==> config.mk <==
export PLATFORM = sky130hd
export DESIGN_NAME = bbc_core
export DESIGN_NICKNAME = d
export VERILOG_FILES = /design/src/design/bbc_pkg.sv /design/src/design/bbc_stack_ram.sv /design/src/design/bbc_core.sv
export SDC_FILE = /design/constraint.sdc
export NUM_CORES = 1
export LEC_CHECK = 0
export BUFFER_PORTS_ARGS = -buffer_cell sky130_fd_sc_hd__buf_2
export CAP_MARGIN = 20
export CORE_MARGIN = 1.5
export CORE_UTILIZATION = 63
export CTS_CLUSTER_DIAMETER = 150
export DETAILED_ROUTE_END_ITERATION = 16
export PLACE_DENSITY = 0.79
export RECOVER_POWER = 25
export SYNTH_ARGS = -nofsm -noshare
export SYNTH_HDL_FRONTEND = slang
export SYNTH_SLANG_ARGS = --single-unit
==> constraint.sdc <==
create_clock -name clk -period 4.7 [get_ports clk]
set_input_delay 0.47 -clock clk [delete_from_list [all_inputs] [get_ports clk]]
set_output_delay 0.47 -clock clk [all_outputs]
set_load 0.01 [all_outputs]
==> src/design/bbc_pkg.sv <==
`default_nettype none

package bbc_pkg;

	localparam int STACK_DEPTH = 256;
	localparam int ADDR_W      = $clog2(STACK_DEPTH);
	localparam int DEPTH_W     = $clog2(STACK_DEPTH + 1);

	// status codes
	localparam logic [2:0] ST_OK       = 3'd0;
	localparam logic [2:0] ST_MISMATCH = 3'd1;
	localparam logic [2:0] ST_EMPTY    = 3'd2;
	localparam logic [2:0] ST_UNCLOSED = 3'd3;
	localparam logic [2:0] ST_OVERFLOW = 3'd4;

	// bracket kinds as kept on the stack
	localparam logic [1:0] KIND_ROUND  = 2'd0;
	localparam logic [1:0] KIND_SQUARE = 2'd1;
	localparam logic [1:0] KIND_CURLY  = 2'd2;
	localparam logic [1:0] KIND_NONE   = 2'd3;

	localparam logic [7:0] CH_LROUND  = 8'h28;
	localparam logic [7:0] CH_RROUND  = 8'h29;
	localparam logic [7:0] CH_LSQUARE = 8'h5B;
	localparam logic [7:0] CH_RSQUARE = 8'h5D;
	localparam logic [7:0] CH_LCURLY  = 8'h7B;
	localparam logic [7:0] CH_RCURLY  = 8'h7D;

	typedef struct packed {
		logic       valid_res;
		logic [2:0] status;
	} res_t;

	function automatic logic [1:0] opener_kind(input logic [7:0] c);
		logic [1:0] k;
		case (c)
			CH_LROUND:  k = KIND_ROUND;
			CH_LSQUARE: k = KIND_SQUARE;
			CH_LCURLY:  k = KIND_CURLY;
			default:    k = KIND_NONE;
		endcase
		return k;
	endfunction

	function automatic logic [1:0] closer_kind(input logic [7:0] c);
		logic [1:0] k;
		case (c)
			CH_RROUND:  k = KIND_ROUND;
			CH_RSQUARE: k = KIND_SQUARE;
			CH_RCURLY:  k = KIND_CURLY;
			default:    k = KIND_NONE;
		endcase
		return k;
	endfunction

endpackage

`default_nettype wire

==> src/design/bbc_stack_ram.sv <==
`default_nettype none

// Simple dual-port RAM, one write and one registered read per cycle.
module bbc_stack_ram #(
	parameter int DEPTH = 256,
	parameter int WIDTH = 2
) (
	input  wire logic                     clk,
	input  wire logic                     we,
	input  wire logic [$clog2(DEPTH)-1:0] waddr,
	input  wire logic [WIDTH-1:0]         wdata,
	input  wire logic [$clog2(DEPTH)-1:0] raddr,
	output logic      [WIDTH-1:0]         rdata
);

	logic [WIDTH-1:0] mem [DEPTH];

	always_ff @(posedge clk) begin
		if (we) begin
			mem[waddr] <= wdata;
		end
	end

	always_ff @(posedge clk) begin
		rdata <= mem[raddr];
	end

endmodule

`default_nettype wire

==> src/design/bbc_core.sv <==
`default_nettype none

// Stack engine. top_q caches stack[depth-1]; the RAM read port is always
// aimed at stack[depth_next-2], so the entry under the top is ready in the
// next cycle, in time for a pop in any following cycle.
module bbc_core (
	input  wire logic        clk,
	input  wire logic        arst_n,
	input  wire logic        take,
	input  wire logic [7:0]  ch,
	input  wire logic        has_char,
	input  wire logic        last,
	output logic             res_v,
	output bbc_pkg::res_t    res
);

	import bbc_pkg::*;

	localparam logic [DEPTH_W-1:0] FULL = DEPTH_W'(STACK_DEPTH);
	localparam logic [DEPTH_W-1:0] TWO  = DEPTH_W'(2);

	logic [DEPTH_W-1:0] depth_q, depth_n;
	logic [2:0]         err_q, err_n;
	logic [1:0]         top_q, top_n;
	logic [1:0]         okind, ckind;
	logic [2:0]         st;
	logic               we;
	logic [ADDR_W-1:0]  waddr, raddr;
	logic [1:0]         under_top;

	assign okind = opener_kind(ch);
	assign ckind = closer_kind(ch);

	always_comb begin
		depth_n = depth_q;
		err_n   = err_q;
		top_n   = top_q;
		we      = 1'b0;
		waddr   = depth_q[ADDR_W-1:0];
		if (take && has_char && err_q == ST_OK) begin
			if (okind != KIND_NONE) begin
				if (depth_q == FULL) begin
					err_n = ST_OVERFLOW;
				end else begin
					we      = 1'b1;
					depth_n = depth_q + 1'b1;
					top_n   = okind;
				end
			end else if (ckind != KIND_NONE) begin
				if (depth_q == '0) begin
					err_n = ST_EMPTY;
				end else begin
					depth_n = depth_q - 1'b1;
					top_n   = under_top;
					if (top_q != ckind) begin
						err_n = ST_MISMATCH;
					end
				end
			end
		end

		st = err_n;
		if (st == ST_OK && depth_n != '0) begin
			st = ST_UNCLOSED;
		end
		res.status    = st;
		res.valid_res = (st == ST_OK);
		res_v         = take && last;

		if (take && last) begin
			depth_n = '0;
			err_n   = ST_OK;
		end
	end

	// below two entries the read is don't-care
	assign raddr = ADDR_W'(depth_n - TWO);

	bbc_stack_ram #(
		.DEPTH (STACK_DEPTH),
		.WIDTH (2)
	) u_ram (
		.clk   (clk),
		.we    (we),
		.waddr (waddr),
		.wdata (okind),
		.raddr (raddr),
		.rdata (under_top)
	);

	always_ff @(posedge clk or negedge arst_n) begin
		if (!arst_n) begin
			depth_q <= '0;
			err_q   <= ST_OK;
		end else begin
			depth_q <= depth_n;
			err_q   <= err_n;
		end
	end

	always_ff @(posedge clk) begin
		top_q <= top_n;
	end

endmodule

`default_nettype wire

# Word level (Yosys, flattened, before mapping)
# Memory sizes are Yosys's and may differ from the RTL's. A register that Yosys moved wholly into a read port is not among the register bits.
# Index checks and enable logic that the tools add are counted.
# word_totals
reg_bits	14
ram_bits	512
out_inout_bits	5
mem_count	1
# mem_list
memory	words	width	read_ports	rd_ports_with_merged_regs	wr	line_no	text
u_ram.mem	256	2	1	1	1	bbc_stack_ram.sv:16	logic [WIDTH-1:0] mem [DEPTH];
# op_classes
n_addsub	3
n_eq_ne	12
mux	25
reduce_logical	11
# op_table
cell	count
$mux 9	6
$eq 8x7->1 const B	4
$mux 3	8
$eq 8x6->1 const B	2
$pmux 2 s3	2
$add 9x1->9 const B	1
$eq 9x9->1 const B	1
$logic_not 3->1	3
$logic_not 9->1	1
$reduce_bool 9->1	1
$sub 9x1->9 const B	1
$mux 2	4
$ne 2x2->1 const B	4
$sub 8x2->8 const B	1
$mux 1	5
$logic_and 1x1->1	4
$reduce_and 4->1	1
$ne 2x2->1	1
$reduce_bool 2->1	1

# Longest topological paths before layout
# logic_depth
word_depth	12
depth_mapped	21

# Modules after synthesis
# From an unflattened synthesis, not the netlist that was laid out.
# hier_totals
cells_unflattened	1417
hier_area_um2	22805.6
# modules_own_cells
mod	n_inst	cells_each	area_each_um2	seq_area_each_um2
bbc_stack_ram	1	1242	21381.8	15414.8
bbc_core	1	175	1423.9	360.3

# Worst setup path after synthesis
# Ideal clock, no wire load.
# synth_path
path_type	input-to-reg
from	in ch[4]
to	mem u_ram.mem[0][0] (data pin)
setup_time_ns	1.589
arrival_ns	7.947
required_time_ns	3.111
path_slack_ns	-4.837
cell_stages	4
path_buffers	1
path_cell_list	and4b_1 and4b_1 clkbuf_1 a21oi_1
# synth_between
elab_chain_len	2
elab_cells_between_ends	4
cone_classes	eq/ne (3); mux (1)
# synth_lines
item	line_no	text
start, declared	bbc_core.sv:10	input wire logic [7:0] ch,
$eq 8x7->1 or $eq 8x6->1 (tied branches)	bbc_pkg.sv:36	case (c)
$pmux 2 s3 (*)	bbc_pkg.sv:36	
net okind[0]	bbc_core.sv:25	logic [1:0] okind, ckind;
end, declared	bbc_stack_ram.sv:16	
# The timed path passes the listed nets; every way through them passes the cells marked *.

# Worst setup path after layout
# layout_path
from	reg depth_q[1]
to	reg u_ram.rdata[0] (read register of u_ram.mem)
# layout_between
elab_chain_len	7
elab_cells_between_ends	11
cone_classes	add/sub (3); eq/ne (1); mux (6); reduce/logical (1)
# layout_lines
item	line_no	text
start, declared	bbc_core.sv:22	logic [DEPTH_W-1:0] depth_q, depth_n;
start signal, assigned	bbc_core.sv:96	depth_q <= depth_n;
$sub 9x1->9 or $logic_not 9->1 (tied branches)	bbc_core.sv:53, bbc_core.sv:50	
$mux 9	bbc_core.sv:50	if (depth_q == '0) begin
$mux 9	bbc_core.sv:49	end else if (ckind != KIND_NONE) begin
$mux 9	bbc_core.sv:41	if (okind != KIND_NONE) begin
$mux 9 (*)	bbc_core.sv:40	if (take && has_char && err_q == ST_OK) begin
$mux 9 (*)	bbc_core.sv:70	if (take && last) begin
$sub 8x2->8 (*)	bbc_core.sv:77	assign raddr = ADDR_W'(depth_n - TWO);
end, declared	bbc_stack_ram.sv:13	output logic [WIDTH-1:0] rdata
# Every way passes the cells marked *; elsewhere a longest branch is shown, timed or not.
# A chain may end at the register's enable or synchronous reset.

==> results.sh <==
export IMPL_diodes=0
export IMPL_worstMarginPinSlew_ns=2.62
export IMPL_vias_per_cell=6.73
export IMPL_period_needed_ns=4.60
export IMPL_numCtsBuffers=51
export IMPL_crit_type="reg -> reg"
export IMPL_relSlewSlack_pct=-75.0
export IMPL_antenna_found_initial=0
export IMPL_htree_levels=2
export IMPL_multi_input_area_um2=6650
export IMPL_status="finished with violations"
export IMPL_ir_drop_v=0.000354
export IMPL_totalNegativeSetupSlack_ns=0
export IMPL_cp_slowest_cell="o31ai_2"
export IMPL_syn_nets=1823
export IMPL_final_nets=1844
export IMPL_synth_edf_count=514
export IMPL_finalCritPeriodShare_pct=97.9
export IMPL_cts_sinks=528
export IMPL_cts_tree="built"
export IMPL_grtUsageMet1_pct=41.8
export IMPL_clockRootBuffer="clkbuf_16"
export IMPL_grtUsageMet2_pct=52.1
export IMPL_grt_pass1_wl_um=91100
export IMPL_hpwl_um=36200
export IMPL_slew_viol_final=199
export IMPL_cp_required_ns=5.16
export IMPL_ys_seq_area_share_pct=68.3
export IMPL_max_stage_delay_ns=0.44
export IMPL_vias=15700
export IMPL_busiest_layer="met2"
export IMPL_core_area_um2=35800
export IMPL_skew_ns=0.0140
export IMPL_clk_latency_ns=0.59
export IMPL_p_total_mw=12.2
export IMPL_synthFlopType="edfxtp_1"
export IMPL_crit_path_max_fanout=53
export IMPL_critPathLaunchType="flip-flop"
export IMPL_fill_cells=2340
export IMPL_path_buf_inv=3
export IMPL_met3_usage_pct=7.46
export IMPL_syn_to_final_growth_pct=10.3
export IMPL_max_cap_viol_count=3
export IMPL_min_path_type="in -> reg"
export IMPL_grt_max_degree=152
export IMPL_end_kind="flip-flop"
export IMPL_cts_clk_slew_worst_paths_ns=0.07
export IMPL_wirelength_um=61300
export IMPL_netlist_instances=1804
export IMPL_synthArstFlopShare_pct=2.27
export IMPL_violations="max-capacitance violations, max-slew violations"
export IMPL_syn_area_um2=23100
export IMPL_wl_per_cell_um=26.4
export IMPL_grt_ovfl_total=0
export IMPL_max_freq_mhz=217
export IMPL_gp_congestion=0.916
export IMPL_io_buffer_count=17
export IMPL_seq_area_um2=15800
export IMPL_clockBufferDepth=3
export IMPL_die_h_um=194
export IMPL_leakage_nw=9.73
export IMPL_rows=69
export IMPL_finalSetupViolations=0
export IMPL_initial_core_util_pct=64.5
export IMPL_crit_chain="inv_1 > ha_2 > or3b_1 > nor3_4 > nor3_1 > or3_4 > nand3_4 > clkinv_2 > buf_12 > a21oi_1 > a32o_1 > o22ai_1 > o31ai_2 > nand3_1 > o21ai_1 > a22oi_1"
export IMPL_synth_seq_cells=528
export IMPL_hold_violations=0
export IMPL_drcViolationCount=0
export IMPL_rsz0062_at_grt="yes"
export IMPL_yosys_warnings=0
export IMPL_ys_types=82
export IMPL_dieWidth_um=194
export IMPL_drtIter0Drc=2217
export IMPL_cp_top_family="simple AND/OR/NAND/NOR gates"
export IMPL_fp_dieArea_um2=37800
export IMPL_first_global_vias=15200
export IMPL_grt_total_usage_pct=32.4
export IMPL_power_density_nw_per_um2=481
export IMPL_syn_mean_instance_area_um2=12.8
export IMPL_io_pins=18
export IMPL_drive_gt1_share_pct=11.3
export IMPL_whs_ns=0.333
export IMPL_ant_nets=0
export IMPL_arrival_ns=5.06
export IMPL_firstDrtPassIters=5
## power by group
group	internal (mW)	switching, mW
combinational	1.09	1.99
sequential	5.11	0.0176
clock	2.31	1.72
## through the flow
| stage | utilization [%] | cell area, um^2 | cells | worst slack, ns |
|---|---|---|---|---|
| 3_5_place_dp | 66.4 | 23800 | 2226 | 0.0162 |
| 3_3_place_gp | 66.4 | 23800 | 2226 | 0.125 |
| 6_report | 71.1 | 25500 | 2326 | 0.0975 |
| 4_1_cts | 71.0 | 25400 | 2320 | 0.0657 |
| 2_1_floorplan | - | 23100 | 1804 | 0.181 |
| 5_1_grt | 71.1 | 25500 | 2326 | -0.0153 |
## layout make-up
cell class                 instances  area share (%)
tap                              461            2.26
sequential                       528            61.9
multi-input combinational       1137            26.1
inverter                          11           0.206
timing repair buffer              96            3.13
clock inverter                    36            1.14
clock buffer                      57            5.26
## flip-flops by register name (all words and copies together) (netlist names)
signal and count:
depth_q 9, err_q 3, top_q 2, u_ram.mem 512
u_ram.rdata 2
## cell families (layout without fill, tap and decap cells)
| kind of cell | count (synthesis) | count (layout) | share of synthesized area [%] |
|---|---|---|---|
| muxes | 125 | 125 | 5.75 |
| and+or+nand+nor | 700 | 700 | 12.9 |
| adders and majority gates | 6 | 6 | 0.325 |
| DFF | 528 | 528 | 68.3 |
| AOI/OAI and AO/OA | 297 | 297 | 9.20 |
| xor gates and xnor gates | 9 | 9 | 0.455 |
| buffers and inverters | 139 | 200 | 3.11 |
## Yosys cell counts, types with 3 or more instances
master	count	area share (%)
a22oi_1	3	0.097
nand2_1	302	4.9
ha_1	6	0.33
a21oi_1	101	2.2
a32o_1	44	1.9
buf_6	12	0.59
edfxtp_1	514	67
o211ai_1	8	0.26
buf_1	5	0.081
nor4_1	8	0.22
xnor2_1	5	0.19
a221oi_1	39	1.5
or3_1	5	0.14
and4b_1	3	0.13
nand3_1	26	0.56
nor2b_1	9	0.24
mux4_2	5	0.49
buf_4	13	0.42
o21ai_0	9	0.19
and2_1	4	0.11
nor3b_1	3	0.097
buf_2	38	0.82
dfrtp_1	12	1.3
nor2_1	280	4.6
o22ai_1	26	0.70
clkbuf_1	59	0.96
mux2_2	8	0.39
nand2b_1	6	0.16
inv_1	10	0.16
nand4_1	8	0.22
and3_1	15	0.41
mux2i_1	111	4.8
nor3_1	8	0.17
o21ai_1	5	0.11
a31oi_1	13	0.35
o31ai_1	21	0.68
## worst paths after layout
path	startpoint	to	slack, ns	depth (start not counted)
worst max-delay path	depth_q[1]	u_ram.rdata[0]	0.1	16
worst min-delay path	ch[1]	err_q[0]	0.33	5
worst max register to register	depth_q[1]	u_ram.rdata[0]	0.1	16
worst min register to register	err_q[1]	err_q[1]	0.58	2
max in group asynchronous	arst_n	depth_q[0]	3.73	2
min in group asynchronous	arst_n	err_q[2]	0.47	2
## layer usage
layer | wire [um] | vias to the layer above
li1 | - | 6771
met1 | 22200 | 7637
met2 | 29200 | 1051
met3 | 7000 | 197
met4 | 2870 | 0
met5 | 0 | -
## layout by cell type (no fill, tap or decap), types with 9 or more instances in the layout
cell type,netlist,final
a32o_1,44,44
buf_4,13,63
nand3_1,26,26
o31ai_1,21,16
buf_2,38,14
clkbuf_1,59,9
buf_12,0,10
a21oi_1,101,101
o21ai_0,9,9
clkinv_1,0,18
nor2b_1,9,9
a31oi_1,13,13
a221oi_1,39,39
edfxtp_1,514,514
mux2i_1,111,111
dfrtp_1,12,12
o22ai_1,26,26
nand2_1,302,301
clkbuf_16,0,53
nor2_1,280,280
clkinv_2,0,11
and3_1,15,15
## timing repair
action / CTS / global route
hold buffers: 1 / 0
setup buffers: 0 / 5
pin swaps: 0 / 4
endpoints found under the hold margin: 12 / 0
gates resized for setup: 1 / 6
setup endpoints to repair: 2 / 4
cloned: 0 / 0
## worst reg2reg max path, cell delays in order (launching register included)
cell and delay, ns:
dfrtp_1 0.37, inv_1 0.13, ha_2 0.25, or3b_1 0.43, nor3_4 0.27, nor3_1 0.14
or3_4 0.41, nand3_4 0.19, clkinv_2 0.40, buf_12 0.38, a21oi_1 0.21, a32o_1 0.18
o22ai_1 0.11, o31ai_2 0.44, nand3_1 0.22, o21ai_1 0.22, a22oi_1 0.13
No activity file was read; power rests on OpenSTA's default activity.
